**src/rtl/ufr_pkg.sv**
```systemverilog
// ----------------------------------------------------------------------------
// ufr_pkg
// Shared types and codes of the frame receiver: word layouts, request and
// event codes, frame kinds and the configuration register set.
// ----------------------------------------------------------------------------
package ufr_pkg;

  localparam int ReqTypeW  = 2;
  localparam int ByteW     = 8;
  localparam int IndexW    = 8;
  localparam int EventW    = 3;
  localparam int WordW     = 16;
  localparam int TimerW    = 16;
  localparam int KindW     = 2;
  localparam int ApbAddrW  = 4;
  localparam int ApbDataW  = 32;

  localparam logic [ReqTypeW-1:0] REQ_BYTE = 2'd0;
  localparam logic [ReqTypeW-1:0] REQ_TICK = 2'd1;
  localparam logic [ReqTypeW-1:0] REQ_READ = 2'd2;

  localparam logic [KindW-1:0] KIND_NONE  = 2'd0;
  localparam logic [KindW-1:0] KIND_WRITE = 2'd1;
  localparam logic [KindW-1:0] KIND_READ  = 2'd2;
  localparam logic [KindW-1:0] KIND_CMD   = 2'd3;

  localparam logic [EventW-1:0] EV_NONE    = 3'd0;
  localparam logic [EventW-1:0] EV_ACCEPT  = 3'd1;
  localparam logic [EventW-1:0] EV_DONE    = 3'd2;
  localparam logic [EventW-1:0] EV_BADLEN  = 3'd3;
  localparam logic [EventW-1:0] EV_READREQ = 3'd4;
  localparam logic [EventW-1:0] EV_TIMEOUT = 3'd5;
  localparam logic [EventW-1:0] EV_DROP    = 3'd6;

  // register indexes on the APB port (byte address = 4 * index)
  localparam logic [1:0] REG_START_WRITE = 2'd0;
  localparam logic [1:0] REG_START_READ  = 2'd1;
  localparam logic [1:0] REG_START_CMD   = 2'd2;
  localparam logic [1:0] REG_TIMEOUT     = 2'd3;

  localparam logic [ByteW-1:0]  START_WRITE_RESET = 8'd1;
  localparam logic [ByteW-1:0]  START_READ_RESET  = 8'd2;
  localparam logic [ByteW-1:0]  START_CMD_RESET   = 8'd3;
  localparam logic [TimerW-1:0] TIMEOUT_RESET     = 16'd100;

  typedef struct packed {
    logic [ReqTypeW-1:0] req_type;
    logic [ByteW-1:0]    rx_byte;
    logic [IndexW-1:0]   word_index;
  } req_t;

  typedef struct packed {
    logic [EventW-1:0] event_code;
    logic [WordW-1:0]  word_value;
  } rsp_t;

  typedef struct packed {
    logic [ByteW-1:0]  start_write_code;
    logic [ByteW-1:0]  start_read_code;
    logic [ByteW-1:0]  start_cmd_code;
    logic [TimerW-1:0] timeout_ticks;
  } cfg_t;

endpackage

```
**src/rtl/ufr_cfg.sv**
```systemverilog
// ----------------------------------------------------------------------------
// ufr_cfg
// APB register file holding the three start codes and the idle timeout.
// ----------------------------------------------------------------------------
module ufr_cfg
  import ufr_pkg::*;
(
  input  logic                clk,
  input  logic                rst,
  input  logic                psel,
  input  logic                penable,
  input  logic                pwrite,
  input  logic [ApbAddrW-1:0] paddr,
  input  logic [ApbDataW-1:0] pwdata,
  output logic [ApbDataW-1:0] prdata,
  output logic                pready,
  output cfg_t                cfg
);

  logic       wr_en;
  logic [1:0] reg_sel;

  assign pready  = 1'b1;
  assign reg_sel = paddr[3:2];
  assign wr_en   = psel & penable & pwrite;

  always_ff @(posedge clk) begin
    if (rst) begin
      cfg.start_write_code <= START_WRITE_RESET;
      cfg.start_read_code  <= START_READ_RESET;
      cfg.start_cmd_code   <= START_CMD_RESET;
      cfg.timeout_ticks    <= TIMEOUT_RESET;
    end else if (wr_en) begin
      case (reg_sel)
        REG_START_WRITE: cfg.start_write_code <= pwdata[ByteW-1:0];
        REG_START_READ:  cfg.start_read_code  <= pwdata[ByteW-1:0];
        REG_START_CMD:   cfg.start_cmd_code   <= pwdata[ByteW-1:0];
        REG_TIMEOUT:     cfg.timeout_ticks    <= pwdata[TimerW-1:0];
        default: begin
        end
      endcase
    end
  end

  always_comb begin
    case (reg_sel)
      REG_START_WRITE: prdata = ApbDataW'(cfg.start_write_code);
      REG_START_READ:  prdata = ApbDataW'(cfg.start_read_code);
      REG_START_CMD:   prdata = ApbDataW'(cfg.start_cmd_code);
      REG_TIMEOUT:     prdata = ApbDataW'(cfg.timeout_ticks);
      default:         prdata = '0;
    endcase
  end

endmodule

```
**config.mk**
```make
export PLATFORM = sky130hd
export DESIGN_NAME = ufr_cfg
export DESIGN_NICKNAME = d
export VERILOG_FILES = /design/src/rtl/ufr_pkg.sv /design/src/rtl/ufr_cfg.sv
export SDC_FILE = /design/constraint.sdc
export NUM_CORES = 1
export LEC_CHECK = 0
export ABC_AREA = 1
export BUFFER_PORTS_ARGS = -buffer_cell sky130_fd_sc_hd__buf_2
export CORE_MARGIN = 3
export CORE_UTILIZATION = 42
export CTS_BUF_LIST = sky130_fd_sc_hd__clkbuf_8
export DETAILED_ROUTE_END_ITERATION = 6
export MAX_ROUTING_LAYER = met4
export PLACE_DENSITY = 0.77
export SLEW_MARGIN = 20
export SYNTH_ARGS = -nofsm -noshare
export SYNTH_HDL_FRONTEND = slang
export SYNTH_SLANG_ARGS = --single-unit
```
**constraint.sdc**
```tcl
create_clock -name clk -period 0.95 [get_ports clk]
set_input_delay 0.19 -clock clk [delete_from_list [all_inputs] [get_ports clk]]
set_output_delay 0.19 -clock clk [all_outputs]
set_load 0.01 [all_outputs]
```
== After elaboration in Yosys (flattened, before gate mapping) ==
Index checks and enable logic that the tools add are counted.
Word-level totals
  word-level logic and storage cells: 15
  input port bits: 41
  flip-flop bits (word level): 40
Cells by class
  bitwise logic cells: 2
  eq/ne operators: 3
  muxes and demuxes: 1
  reduce and logical (&&, ||, !) cells: 5
Operator list (count)
  $pmux 32 s4: 1
  $reduce_and 2->1: 4
  $eq 2x2->1 const B: 2
  $and 1x1->1: 2
  $eq 2x1->1 const B: 1
  $logic_not 2->1: 1

== Depth between registers and ports, before layout ==
  depth after elaboration: 3
  mapped depth: 6
  depth with buffers taken out: 5

== Least setup slack after synthesis ==
No wires, ideal clock.
  path type: input port to output port
  start: in paddr[3]
  end: out prdata[1]
  arrival: 806 ps
  setup slack: -46 ps
  path buffers: 1
  cell stages on the path: 4
  data required time: 760 ps
  cells stage by stage: nor2_1 > buf_4 > nand2_1 > nand4_1
On the way
  longest elaborated chain between the ends: 2
  elaborated cells on any way between the ends: 5
  classes of those cells: 3 x eq/ne; 1 x mux; 1 x reduce/logical
Ends and longest elaborated chain
  from (decl): line ufr_cfg.sv:13  | input logic [ApbAddrW-1:0] paddr,
  $eq 2x2->1, or another cell as far along: line ufr_cfg.sv:46  | case (reg_sel)
  $pmux 32 s4 *: line ufr_cfg.sv:46
  to (decl): line ufr_cfg.sv:15  | output logic [ApbDataW-1:0] prdata,
Every way passes the cells marked *; elsewhere a longest branch is shown, timed or not. The select of a mux whose other input is x is not followed.

== Worst setup path after layout ==
  start: reg cfg[37] in the netlist's numbering
  end: out prdata[5]
On the way
  longest elaborated chain between the ends: 1
Ends and longest elaborated chain
  from (decl): line ufr_cfg.sv:17  | output cfg_t cfg
  $pmux 32 s4: line ufr_cfg.sv:46
Every way passes these cells. The select of a mux whose other input is x is not followed.

==> results.py <==
metrics = {
    "die": {
        "starting_utilization_of_the_core_area": 0.456,
        "die_width_um": 76.4,
        "fp.dieArea_sq_um": 5830,
        "ios": 114,
        "placeableCoreArea_sq_um": 4560,
        "dieHeight_um": 76.4,
        "fp-row-count": 24,
    },
    "finish": {
        "seqCellArea_sq_um": 856,
        "multiInputGateArea_sq_um": 1060,
        "antenna_cells": 0,
        "largest_reg_by_ff_count": "cfg",
        "nets_final": 487,
        "synthToLayoutAreaGrowth_pct": 65.1,
        "top_regs": "cfg (40)",
        "number_of_flip_flops_in_the_largest_register": 40,
        "final_layout_size_suffix_gt1_frac": 0.482,
        "fillCellCount": 365,
    },
    "routing": {
        "drt_wl_total_um": 7060,
        "antenna_violating_nets_post_route": 0,
        "routedWlPerCell_um": 13.8,
        "drt_first_iter_violations": 168,
        "drt_drc_violations_left": 0,
        "routed_via_density": 4.75,
        "drt_first_pass_iters": 5,
        "dr_total_vias": 2428,
    },
    "min_path": {
        "worst_hold_path.endpoint": "cfg[25]",
        "min_from": "pwdata[1]",
        "worstHoldPathCells": 3,
        "min_path_type": "input port to flip-flop",
    },
    "timing": {
        "final.period_utilization": 1.24,
        "final-hold-violation-count": 0,
        "final_period_minus_worst_setup_slack_ns": 1.17,
        "finalClockSkew_ns": 0,
        "maximum_clock_frequency_ghz": 0.852,
        "holdWs_ns": 0.142,
        "slew_viol_final": 0,
        "grt_setup_unrepaired": "true",
        "final_setup_viols": 48,
        "postLayoutSetupSlackWorst_ns": -0.224,
    },
    "cts": {
        "max-clock-path-buffers": 2,
        "clk_latency_ns": 0.29,
        "tritoncts": "done",
        "worst_setup_hold_path_clk_slew_ns": 0.07,
        "clock-sinks": 40,
        "cts_hold_repair.buffers": 0,
        "root_buffer": "sky130_fd_sc_hd__clkbuf_8",
        "h-tree-depth": 2,
        "cts_buffers": 5,
    },
    "placed_design": {
        "gp_congestion": 0.833,
        "post_dp_hpwl_um": 4130,
        "pre_cts_ws_ns": -0.293,
        "placement.io_buffers": 78,
    },
    "critical_path": {
        "timing.reg2reg.setup_slack_ns": 0.10,
        "critical_path.startpoint_type": "flip-flop",
        "cp.arrival_ns": 0.98,
        "worstPathRequired_ns": 0.76,
        "crit_type": "flip-flop to output pin",
        "critical_register_to_register_path_endpoint": "cfg[5]",
        "critical_path.endpoint_type": "output pin",
        "crit_path_launch": "cfg[37]",
        "cp_max_fo": 3,
        "crit-reg2reg-launch": "cfg[5]",
        "worstRegToRegCells": 4,
    },
    "power": {
        "irDropWorstVdd_mv": 0.657,
        "p_total_mw": 3.51,
        "clock_power_share": 0.303,
        "p_seq_frac": 0.498,
        "power-per-cell-area_nw_per_um2": 1020,
        "power.share.switching": 0.280,
        "internal-power_mw": 2.53,
        "power_leakage_nw": 1.70,
        "share_comb_of_total_power": 0.199,
        "switchingPower_mw": 0.985,
    },
    "yosys": {
        "synth_commonest_cells": "83 x sky130_fd_sc_hd__nand2_1, 75 x sky130_fd_sc_hd__nor2_1, 40 x sky130_fd_sc_hd__dfxtp_1, 40 x sky130_fd_sc_hd__nand3_1, 26 x sky130_fd_sc_hd__inv_1",
        "synth_area_per_cell_sq_um": 6.54,
        "synth_sequential_area_ratio": 0.385,
        "asyncSetResetFlopFracSynth": 0,
        "yosysMostFrequentCell": "sky130_fd_sc_hd__nand2_1",
        "ys_dominant_reg_cell": "sky130_fd_sc_hd__dfxtp_1",
        "synth-edff-count": 0,
        "post_synth_inst_count": 318,
        "synth_largest_type_area_fraction": 0.385,
        "netlist.top_cell.by_area": "sky130_fd_sc_hd__dfxtp_1",
        "synth_cell_type_count": 20,
        "netlist_top_cells_area": "sky130_fd_sc_hd__dfxtp_1 38%, sky130_fd_sc_hd__nand2_1 15%, sky130_fd_sc_hd__nor2_1 14%, sky130_fd_sc_hd__nand3_1 9.6%, sky130_fd_sc_hd__buf_4 7.6%",
        "synth_seq_cells": 40,
        "synth.cell_area_sq_um": 2080,
        "yosysWarnings": 0,
    },
    "outcome": {
        "failed_checks": "negative setup slack",
        "status": "finished with violations",
    },
    "global_route": {
        "overflow": 0,
        "via_count_of_the_first_global_routing_pass": 2260,
        "maximum_number_of_pins_on_one_net_before_global_route_repair": 41,
        "global_routing_usage_summed_across_all_routing_layers": 0.233,
        "grt_antenna_before_repair": 0,
        "grt_pass1_wl_um": 10700,
    },
    "run": {
        "max-cap-violations": 0,
    },
}
==> kinds of logic after synthesis <==
| group | count (synthesis) | synth area share |
|---|---|---|
| AND/OR/NAND/NOR | 215 | 0.452 |
| buffers and inverters | 59 | 0.155 |
| flip-flops | 40 | 0.385 |
| AO/OA/AOI/OAI | 2 | 0.00481 |
| other | 2 | 0.00361 |
==> cells in the final DEF (no fill, tap or decap) <==
master,n
sky130_fd_sc_hd__buf_12,4
sky130_fd_sc_hd__buf_2,36
sky130_fd_sc_hd__buf_4,23
sky130_fd_sc_hd__buf_6,73
sky130_fd_sc_hd__clkbuf_8,5
sky130_fd_sc_hd__clkinv_2,1
sky130_fd_sc_hd__conb_1,17
sky130_fd_sc_hd__dfxtp_2,38
sky130_fd_sc_hd__dfxtp_4,2
sky130_fd_sc_hd__inv_1,21
sky130_fd_sc_hd__inv_2,9
sky130_fd_sc_hd__nand2_1,73
sky130_fd_sc_hd__nand2_2,10
sky130_fd_sc_hd__nand2_4,1
sky130_fd_sc_hd__nand3_1,40
sky130_fd_sc_hd__nand3_4,1
sky130_fd_sc_hd__nand4_1,8
sky130_fd_sc_hd__nor2_1,70
sky130_fd_sc_hd__nor2_2,8
sky130_fd_sc_hd__nor2_4,3
sky130_fd_sc_hd__nor2_8,1
sky130_fd_sc_hd__o21ai_0,2
==> metal layers <==
metal,part of all wire,vias to the layer above,global-route usage
li1,-,1205,-
met1,0.38,1093,0.266
met2,0.52,111,0.412
met3,0.069,19,0.0437
met4,0.037,0,0.0688
met5,0,-,-
==> power by group through the flow <==
stage | logic, mW | clock network [mW] | registers (mW)
3_3_place_gp | 0.527 | 0 | 1.78
3_5_place_dp | 0.536 | 0 | 1.78
5_1_grt | 0.763 | 1.17 | 1.75
6_report | 0.699 | 1.06 | 1.75
2_1_floorplan | 0.343 | 0 | 1.79
4_1_cts | 0.635 | 1.07 | 1.75
==> per-stage QoR <==
step           setup TNS (ns)  instance area (sq um)  instances   util
4_1_cts                 -3.75                   3170        492  0.695
6_report                -5.42                   3430        511  0.752
2_1_floorplan               0                   2140        333      -
5_1_grt                 -7.22                   3430        511  0.752
3_5_place_dp           -10.53                   2560        461  0.561
3_3_place_gp            -8.66                   2560        461  0.561
==> cell type report <==
type | count | share of cell area
repair buffers | 136 | 0.365
multi-input cells | 234 | 0.307
flip-flops and latches | 40 | 0.249
inverters | 29 | 0.0317
well taps | 65 | 0.0237
clock buffers | 5 | 0.0200
clock inverters | 2 | 0.00255
==> critical path, cell delays in order (launching register included) <==
cell and delay [ns]:
sky130_fd_sc_hd__dfxtp_4 0.37, sky130_fd_sc_hd__nand2_2 0.07, sky130_fd_sc_hd__nand4_1 0.10, sky130_fd_sc_hd__buf_2 0.15
==> worst max-delay path by stage <==
stage	to	slack (ns)
after floorplan	prdata[0]	0.04
final	prdata[5]	-0.22
after CTS	prdata[0]	-0.17
after detailed placement	prdata[4]	-0.29
after global routing	prdata[5]	-0.29
after global placement	prdata[6]	-0.26
==> timing repair <==
item,CTS,global route
endpoints found under the hold margin,0,0
endpoints found under the setup margin,56,56
pin swaps,27,15
buffers inserted,24,19
resized for setup,103,36
Note: power is estimated with default switching activity, not from simulation.
