**config.mk**
```make
export PLATFORM = sky130hd
export DESIGN_NAME = ufr_parser
export DESIGN_NICKNAME = d
export VERILOG_FILES = /design/src/rtl/ufr_pkg.sv /design/src/rtl/ufr_parser.sv
export SDC_FILE = /design/constraint.sdc
export NUM_CORES = 1
export LEC_CHECK = 0
export BUFFER_PORTS_ARGS = -buffer_cell sky130_fd_sc_hd__buf_2
export CAP_MARGIN = 20
export CORE_UTILIZATION = 40
export CTS_CLUSTER_SIZE = 25
export DETAILED_ROUTE_END_ITERATION = 10
export HOLD_SLACK_MARGIN = 0.12
export PLACE_DENSITY_LB_ADDON = 0.12
export SETUP_SLACK_MARGIN = 0.2
export SKIP_CTS_REPAIR_TIMING = 1
export SLEW_MARGIN = 0
export SYNTH_ARGS = -nofsm -noshare
export SYNTH_HDL_FRONTEND = slang
export SYNTH_SLANG_ARGS = --single-unit
```
**constraint.sdc**
```tcl
create_clock -name clk -period 3.9 [get_ports clk]
set_clock_uncertainty 0.05 [all_clocks]
set_input_delay 0.585 -clock clk [delete_from_list [all_inputs] [get_ports clk]]
set_output_delay 0.585 -clock clk [all_outputs]
set_load 0.005 [all_outputs]
```
**src/rtl/ufr_pkg.sv**
```systemverilog
// ----------------------------------------------------------------------------
// ufr_pkg
// Shared types and codes of the frame receiver: word layouts, request and
// event codes, frame kinds and the configuration register set.
// ----------------------------------------------------------------------------
package ufr_pkg;

  localparam int ReqTypeW  = 2;
  localparam int ByteW     = 8;
  localparam int IndexW    = 8;
  localparam int EventW    = 3;
  localparam int WordW     = 16;
  localparam int TimerW    = 16;
  localparam int KindW     = 2;
  localparam int ApbAddrW  = 4;
  localparam int ApbDataW  = 32;

  localparam logic [ReqTypeW-1:0] REQ_BYTE = 2'd0;
  localparam logic [ReqTypeW-1:0] REQ_TICK = 2'd1;
  localparam logic [ReqTypeW-1:0] REQ_READ = 2'd2;

  localparam logic [KindW-1:0] KIND_NONE  = 2'd0;
  localparam logic [KindW-1:0] KIND_WRITE = 2'd1;
  localparam logic [KindW-1:0] KIND_READ  = 2'd2;
  localparam logic [KindW-1:0] KIND_CMD   = 2'd3;

  localparam logic [EventW-1:0] EV_NONE    = 3'd0;
  localparam logic [EventW-1:0] EV_ACCEPT  = 3'd1;
  localparam logic [EventW-1:0] EV_DONE    = 3'd2;
  localparam logic [EventW-1:0] EV_BADLEN  = 3'd3;
  localparam logic [EventW-1:0] EV_READREQ = 3'd4;
  localparam logic [EventW-1:0] EV_TIMEOUT = 3'd5;
  localparam logic [EventW-1:0] EV_DROP    = 3'd6;

  // register indexes on the APB port (byte address = 4 * index)
  localparam logic [1:0] REG_START_WRITE = 2'd0;
  localparam logic [1:0] REG_START_READ  = 2'd1;
  localparam logic [1:0] REG_START_CMD   = 2'd2;
  localparam logic [1:0] REG_TIMEOUT     = 2'd3;

  localparam logic [ByteW-1:0]  START_WRITE_RESET = 8'd1;
  localparam logic [ByteW-1:0]  START_READ_RESET  = 8'd2;
  localparam logic [ByteW-1:0]  START_CMD_RESET   = 8'd3;
  localparam logic [TimerW-1:0] TIMEOUT_RESET     = 16'd100;

  typedef struct packed {
    logic [ReqTypeW-1:0] req_type;
    logic [ByteW-1:0]    rx_byte;
    logic [IndexW-1:0]   word_index;
  } req_t;

  typedef struct packed {
    logic [EventW-1:0] event_code;
    logic [WordW-1:0]  word_value;
  } rsp_t;

  typedef struct packed {
    logic [ByteW-1:0]  start_write_code;
    logic [ByteW-1:0]  start_read_code;
    logic [ByteW-1:0]  start_cmd_code;
    logic [TimerW-1:0] timeout_ticks;
  } cfg_t;

endpackage

```
**src/rtl/ufr_parser.sv**
```systemverilog
// ----------------------------------------------------------------------------
// ufr_parser
// Frame state, idle timer, store; decides one request word per fire cycle.
// ----------------------------------------------------------------------------
module ufr_parser
  import ufr_pkg::*;
#(
  parameter int WORD_COUNT = 8
) (
  input  logic clk,
  input  logic rst,
  input  cfg_t cfg,
  input  logic fire,
  input  req_t req,
  output rsp_t rsp
);

  localparam int StoreBytes = 2 * WORD_COUNT;
  localparam int CntW       = $clog2(StoreBytes + 2);
  localparam int AddrW      = (WORD_COUNT > 1) ? $clog2(WORD_COUNT) : 1;

  localparam logic [CntW-1:0]   CNT_LEN   = CntW'(1);
  localparam logic [CntW-1:0]   CNT_LAST  = CntW'(StoreBytes + 1);
  localparam logic [CntW-1:0]   CNT_ONE   = CntW'(1);
  localparam logic [CntW-1:0]   CNT_TWO   = CntW'(2);
  localparam logic [ByteW-1:0]  LEN_BYTE  = ByteW'(StoreBytes);
  localparam logic [TimerW-1:0] TIMER_MAX = '1;

  logic [KindW-1:0]  frame_kind,    frame_kind_next;
  logic [CntW-1:0]   byte_count,    byte_count_next;
  logic [TimerW-1:0] idle_timer,    idle_timer_next;
  logic              timer_running, timer_running_next;
  logic [WordW-1:0]  store [WORD_COUNT];

  logic              wr_en;
  logic [CntW-1:0]   pos;
  logic [AddrW-1:0]  wr_addr;
  logic [TimerW-1:0] timer_inc;

  assign pos       = byte_count - CNT_TWO;
  assign wr_addr   = AddrW'(pos >> 1);
  assign timer_inc = (idle_timer == TIMER_MAX) ? idle_timer : idle_timer + 1'b1;

  always_comb begin
    frame_kind_next    = frame_kind;
    byte_count_next    = byte_count;
    idle_timer_next    = idle_timer;
    timer_running_next = timer_running;
    wr_en              = 1'b0;
    rsp.event_code     = EV_NONE;
    rsp.word_value     = '0;

    case (req.req_type)
      REQ_BYTE: begin
        // go idle by default, override where the frame continues
        frame_kind_next    = KIND_NONE;
        byte_count_next    = '0;
        idle_timer_next    = '0;
        timer_running_next = 1'b0;
        if (byte_count == '0) begin
          rsp.event_code = EV_ACCEPT;
          if (req.rx_byte == cfg.start_write_code) begin
            frame_kind_next = KIND_WRITE;
          end else if (req.rx_byte == cfg.start_read_code) begin
            frame_kind_next = KIND_READ;
          end else if (req.rx_byte == cfg.start_cmd_code) begin
            frame_kind_next = KIND_CMD;
          end else begin
            rsp.event_code = EV_DROP;
          end
          if (rsp.event_code == EV_ACCEPT) begin
            byte_count_next    = CNT_ONE;
            timer_running_next = 1'b1;
          end
        end else begin
          case (frame_kind)
            KIND_WRITE: begin
              if (byte_count == CNT_LEN) begin
                if (req.rx_byte != LEN_BYTE) begin
                  rsp.event_code = EV_BADLEN;
                end else begin
                  rsp.event_code     = EV_ACCEPT;
                  frame_kind_next    = KIND_WRITE;
                  byte_count_next    = CNT_TWO;
                  timer_running_next = 1'b1;
                end
              end else begin
                wr_en = 1'b1;
                if (byte_count == CNT_LAST) begin
                  rsp.event_code = EV_DONE;
                end else begin
                  rsp.event_code     = EV_ACCEPT;
                  frame_kind_next    = KIND_WRITE;
                  byte_count_next    = byte_count + CNT_ONE;
                  timer_running_next = 1'b1;
                end
              end
            end
            KIND_READ: rsp.event_code = EV_READREQ;
            default:   rsp.event_code = EV_DROP;
          endcase
        end
      end
      REQ_TICK: begin
        if (timer_running) begin
          if (timer_inc >= cfg.timeout_ticks) begin
            rsp.event_code     = EV_TIMEOUT;
            frame_kind_next    = KIND_NONE;
            byte_count_next    = '0;
            idle_timer_next    = '0;
            timer_running_next = 1'b0;
          end else begin
            idle_timer_next = timer_inc;
          end
        end
      end
      REQ_READ: begin
        if ({1'b0, req.word_index} < (IndexW + 1)'(WORD_COUNT)) begin
          rsp.word_value = store[AddrW'(req.word_index)];
        end
      end
      default: begin
      end
    endcase
  end

  always_ff @(posedge clk) begin
    if (rst) begin
      frame_kind    <= KIND_NONE;
      byte_count    <= '0;
      idle_timer    <= '0;
      timer_running <= 1'b0;
      for (int i = 0; i < WORD_COUNT; i++) begin
        store[i] <= '0;
      end
    end else if (fire) begin
      frame_kind    <= frame_kind_next;
      byte_count    <= byte_count_next;
      idle_timer    <= idle_timer_next;
      timer_running <= timer_running_next;
      // payload lands little-endian, low byte at even positions
      if (wr_en) begin
        if (pos[0]) begin
          store[wr_addr][15:8] <= req.rx_byte;
        end else begin
          store[wr_addr][7:0] <= req.rx_byte;
        end
      end
    end
  end

endmodule

```
# Yosys cells after proc, flatten, opt, wreduce, memory -nomap -nowiden
# Memories as Yosys holds them, arrays and structs flattened.
# Index checks and enable logic that the tools add are counted.
# W data, S select, Z words.
[op_classes] addsub=3 n_lt_le_gt_ge=2 n_eq_ne=14 n_mux=67 reduce_logical=7
[ops] op="$mux W16" count=6
[ops] op="$pmux W16 S2" count=1
[ops] op="$mux W3" count=10
[ops] op="$mux W5" count=6
[ops] op="$mux W1" count=27
[ops] op="$eq A8 B8 Y1" count=3
[ops] op="$mux W2" count=12
[ops] op="$add A16 B1 Y16 const B" count=1
[ops] op="$eq A16 B16 Y1 const B" count=1
[ops] op="$ge A16 B16 Y1" count=1
[ops] op="$reduce_or A16 Y1" count=1
[ops] op="$pmux W3 S2" count=2
[ops] op="$pmux W5 S2" count=1
[ops] op="$lt A8 B4 Y1 const B" count=1
[ops] op="$ne A8 B5 Y1 const B" count=1
[ops] op="$add A5 B1 Y5 const B" count=1
[ops] op="$eq A5 B1 Y1 const B" count=1
[ops] op="$eq A5 B5 Y1 const B" count=1
[ops] op="$logic_not A5 Y1" count=1
[ops] op="$eq A2 B1 Y1 const B" count=2
[ops] op="$eq A2 B2 Y1 const B" count=2
[ops] op="$ne A2 B2 Y1 const B" count=2
[ops] op="$pmux W2 S2" count=1
[ops] op="$reduce_and A4 Y1" count=1
[ops] op="other kinds (7)" count=7
[totals] register_bits=24 mem_bits_rw=128 elab_cells=98 memories=1
[memory_table] memory="store" words=8 word_bits=16 rd=1 rd_ports_with_merged_regs=0 wr=8 line="ufr_parser.sv:33" text="logic [WordW-1:0] store [WORD_COUNT];"

# Depth between registers and ports, before layout
[logic_depth] ltp_word=11 mapped_depth=14 ltp_nobuf=13

# Worst setup path after synthesis
# Ideal clock, no wire load.
[synth_timing] path_type="reg2reg" startpoint="register idle_timer[4]" endpoint="register byte_count[1]" setup_time_ns=0.071 arrival_ns=3.466 required_time_ns=3.779 slack_ns=0.313 stages_incl_launch_ff=14 path_buffers=2 cell_sequence="dfxtp_1 clkbuf_2 nand4_4 or4_1 and2_1 or3_1 ha_1 nand4_1 nor3_2 nand3_1 and4_1 clkbuf_1 or4_1 a21oi_1"
[synth_via] elab_chain_len=5 elab_cells_between_ends=6 cone_classes="add/sub: 1; order compare: 1; eq/ne: 2; mux: 1; reduce/logical: 1"
[synth_lines] item="from (decl)" line="ufr_parser.sv:31" text="logic [TimerW-1:0] idle_timer, idle_timer_next;"
[synth_lines] item="from (signal assigned)" line="ufr_parser.sv:139" text="idle_timer <= idle_timer_next;"
[synth_lines] item="$add A16 B1 Y16 / $eq A16 B16 Y1 (equally long branches)" line="ufr_parser.sv:42" text="assign timer_inc = (idle_timer == TIMER_MAX) ? idle_timer : idle_timer + 1'b1;"
[synth_lines] item="$mux W16 (*)" line="ufr_parser.sv:42"
[synth_lines] item="$ge A16 B16 Y1 (*)" line="ufr_parser.sv:106" text="if (timer_inc >= cfg.timeout_ticks) begin"
[synth_lines] item="$ne A2 B2 Y1 (no line) (*)"
[synth_lines] item="$reduce_and A4 Y1 (no line) (*)"
[synth_lines] item="to (signal assigned)" line="ufr_parser.sv:138" text="byte_count <= byte_count_next;"
[synth_lines] item="to (decl)" line="ufr_parser.sv:30" text="logic [CntW-1:0] byte_count, byte_count_next;"
# Every way passes the cells marked *; elsewhere a longest branch is shown, timed or not.
# A chain may end at the register's enable or synchronous reset.

==> impl_metrics.tcl <==
set metrics [dict create \
    status "finished with violations" \
    violations "negative setup slack" \
    reg2reg_depth 16 \
    hold_depth 2 \
    synth_nets 797 \
    netlist_area_um2 8370 \
    ff2ff_setup_slack_ns 0.16 \
    worstSetupStartpoint "idle_timer[7]" \
    final_nets 896 \
    reg2reg_to "idle_timer[5]" \
    drc_errors 0 \
    synth_top_family_by_area "simple AND/OR/NAND/NOR gates" \
    required_ns 3.26 \
    synth-xor-area-share 0.0324 \
    grt_pass1_vias 5745 \
    ys.flop_type "edfxtp_1" \
    timing.max_cap.violations 0 \
    synth_cell_types 59 \
    antenna_cells_inserted 0 \
    endpoint_kind "output port" \
    synth.avg_cell_area_um2 11.7 \
    drt-initial-drc-count 312 \
    die_w_um 147 \
    area_delta_synth_final_pct 19.9 \
    hold_viol_final 0 \
    setup_viol 2 \
    holdPathEnd "idle_timer[9]" \
    postRouteAntennaNets 0 \
    synth_top_area_cell "edfxtp_1" \
    core_um2 20400 \
    grt_pass1_wl_um 31100 \
    synth.ff_latch_count 152 \
    synth_compound_area_frac 0.0532 \
    place.gp.congestion 0.833 \
    finalSetupTns_ns -0.124 \
    ir_worst_vdd_uv 273 \
    synth.area.top_cells "edfxtp_1 (46%), and2_1 (9.8%), mux4_2 (8.6%)" \
    hold_start "idle_timer[9]" \
    grt_use_total 0.190 \
    slew_violations 0 \
    wl_per_cell_um 18.0 \
    fmax_mhz 252 \
    synth-edff-count 128 \
    viasPerCell 5.16 \
    via_count 5660 \
    worst_hold_path_type "flip-flop to flip-flop" \
    dp.final_hpwl_um 13600 \
    yosys.area_share.simple 0.227 \
    multi_input_area_um2 3970 \
    synthArstFlopShare 0 \
    critPathLaunchType "flip-flop" \
    p_leak_nw 3.94 \
    regArea_um2 4350 \
    synth_top_area_share 0.459 \
    num_io_pins 80 \
    clock_path_buffers 2 \
    cts-buffers-inserted 17 \
    cp.arrival_ns 3.33 \
    rsz0062_at_grt "yes" \
    wirelength_um 19800 \
    clk_pin_slew_ns 0.07 \
    synthAdderAreaFrac 0.0329 \
    die_height_um 147 \
    drt_pass1_iterations 6 \
    globalRouteOverflowTotal 0 \
    fillers 1854 \
    cts-htree-levels 4 \
    worst_slack_ns -0.0695 \
    cts_tree "built" \
    ys_warn_count 0 \
    fp.dieArea_um2 21500 \
    maxSlewHeadroom 0.424 \
    floorplan.initialDensity 0.411 \
    crit_type "flip-flop to output port" \
    tightest_slew_ns 0.863 \
    grt_max_degree 36 \
    drive_gt1_frac 0.305 \
    seq_area_frac_synth 0.517 \
    layout_worst_path_cycle_share 1.02 \
    syn_inst 714 \
    grt_antenna_before_repair 0 \
    power_density_nw_per_um2 377 \
    period_needed_ns 3.97 \
    cts_sinks 152 \
    post-route-util 0.493 \
    crit_fanout 3 \
    clk_latency_ns 0.43 \
    synth_mux_area_frac 0.109 \
    cts-root-buf "clkbuf_16" \
    port-buffer-count 79 \
    core.rowCount 52 \
    r2r-start "idle_timer[7]" \
]
[cell usage after synthesis (all sizes together), types with 15 or more instances]
| library cell | number |
|---|---|
| mux2i | 18 |
| nand2 | 35 |
| clkbuf | 32 |
| nor3 | 15 |
| or2 | 21 |
| o21ai | 15 |
| and2 | 131 |
| nor2 | 53 |
| a21oi | 26 |
| xor2 | 17 |
| edfxtp | 128 |
| inv | 25 |
| dfxtp | 24 |
| mux4 | 32 |
| ha | 22 |
[per-layer routing]
layer  wire, um  share of wire  up-vias  GRT usage
met5          0              0        -          0
met4        248          0.013        0     0.0536
met3        608          0.031       14     0.0353
met2       9670           0.49       98      0.319
met1       9250           0.47     2765      0.252
li1           -              -     2783          -
[sequential cells by signal, summed over array words and instances (netlist names)]
register / cells
store: 128
idle_timer: 16
byte_count: 5
frame_kind: 2
timer_running: 1
[final cells by class]
type,instances,area share
Multi-Input combinational cell,500,0.395
Sequential cell,152,0.434
Clock inverter,15,0.0176
Timing Repair Buffer,117,0.0682
Tap cell,270,0.0337
Inverter,25,0.00935
Clock buffer,17,0.0424
[where the power goes]
| part | internal (mW) | switching, mW | total [mW] |
|---|---|---|---|
| Combinational | 0.118 | 0.152 | 0.270 |
| Clock | 1.01 | 0.683 | 1.69 |
| Sequential | 1.81 | 0.0173 | 1.83 |
[cells by family (layout without fill, tap and decap cells)]
group                      after synthesis  in the layout
AOI/OAI and AO/OA                       71             71
xor gates and xnor gates                31             31
adders and majority gates               22             22
buffers and inverters                   62            174
DFF                                    152            152
muxes                                   51             51
and+or+nand+nor                        325            325
[stage by stage]
stage | hold slack, ns | instance area, um^2 | power [mW] | setup WS, ns | instances
after floorplan | 0.395 | 8370 | 2.03 | 0.313 | 714
after global placement | 0.415 | 9170 | 2.13 | 0.188 | 1054
after detailed placement | 0.423 | 9170 | 2.14 | 0.124 | 1054
after CTS | 0.433 | 9770 | 3.81 | -0.362 | 1086
after global routing | 0.461 | 10000 | 3.90 | -0.250 | 1096
final | 0.444 | 10000 | 3.79 | -0.0695 | 1096
[critical path: stages, from the launching register on]
cell     delay, ns
dfxtp_4       0.38
nand4_4       0.11
or4_4         0.55
and2_4        0.18
or3_4         0.33
ha_4          0.27
nand4_1       0.20
nor3_2        0.33
nor3_4        0.08
nand3_2       0.10
nand3_2       0.11
a21oi_2       0.15
buf_2         0.12
[placed cells by master (no fill, tap or decap), types with 4 or more instances in the layout]
| master | instances |
|---|---|
| nand3_1 | 9 |
| and2_1 | 130 |
| nand3_2 | 4 |
| edfxtp_1 | 128 |
| nand4_1 | 8 |
| mux4_2 | 32 |
| a22oi_1 | 5 |
| nor3_2 | 6 |
| nor4_1 | 9 |
| a21oi_2 | 6 |
| mux2i_1 | 18 |
| ha_1 | 20 |
| a31oi_1 | 4 |
| clkinvlp_4 | 4 |
| nor3_1 | 6 |
| nand2_1 | 32 |
| or2_2 | 20 |
| clkbuf_16 | 17 |
| nor2_1 | 53 |
| xnor2_1 | 14 |
| o21ai_0 | 13 |
| a21oi_1 | 20 |
| dfxtp_1 | 15 |
| buf_4 | 37 |
| xor2_1 | 17 |
| dfxtp_4 | 7 |
| buf_2 | 79 |
| inv_1 | 25 |
| nand2b_1 | 8 |
| and3_1 | 6 |
[worst max-delay path by stage]
stage / end / cells past startpoint
after floorplan: byte_count[1] / 13
after global placement: rsp[16] / 14
after detailed placement: idle_timer[10] / 14
after CTS: rsp[18] / 14
after global routing: rsp[16] / 14
final: rsp[16] / 12
No activity file was read; power rests on OpenSTA's default activity.
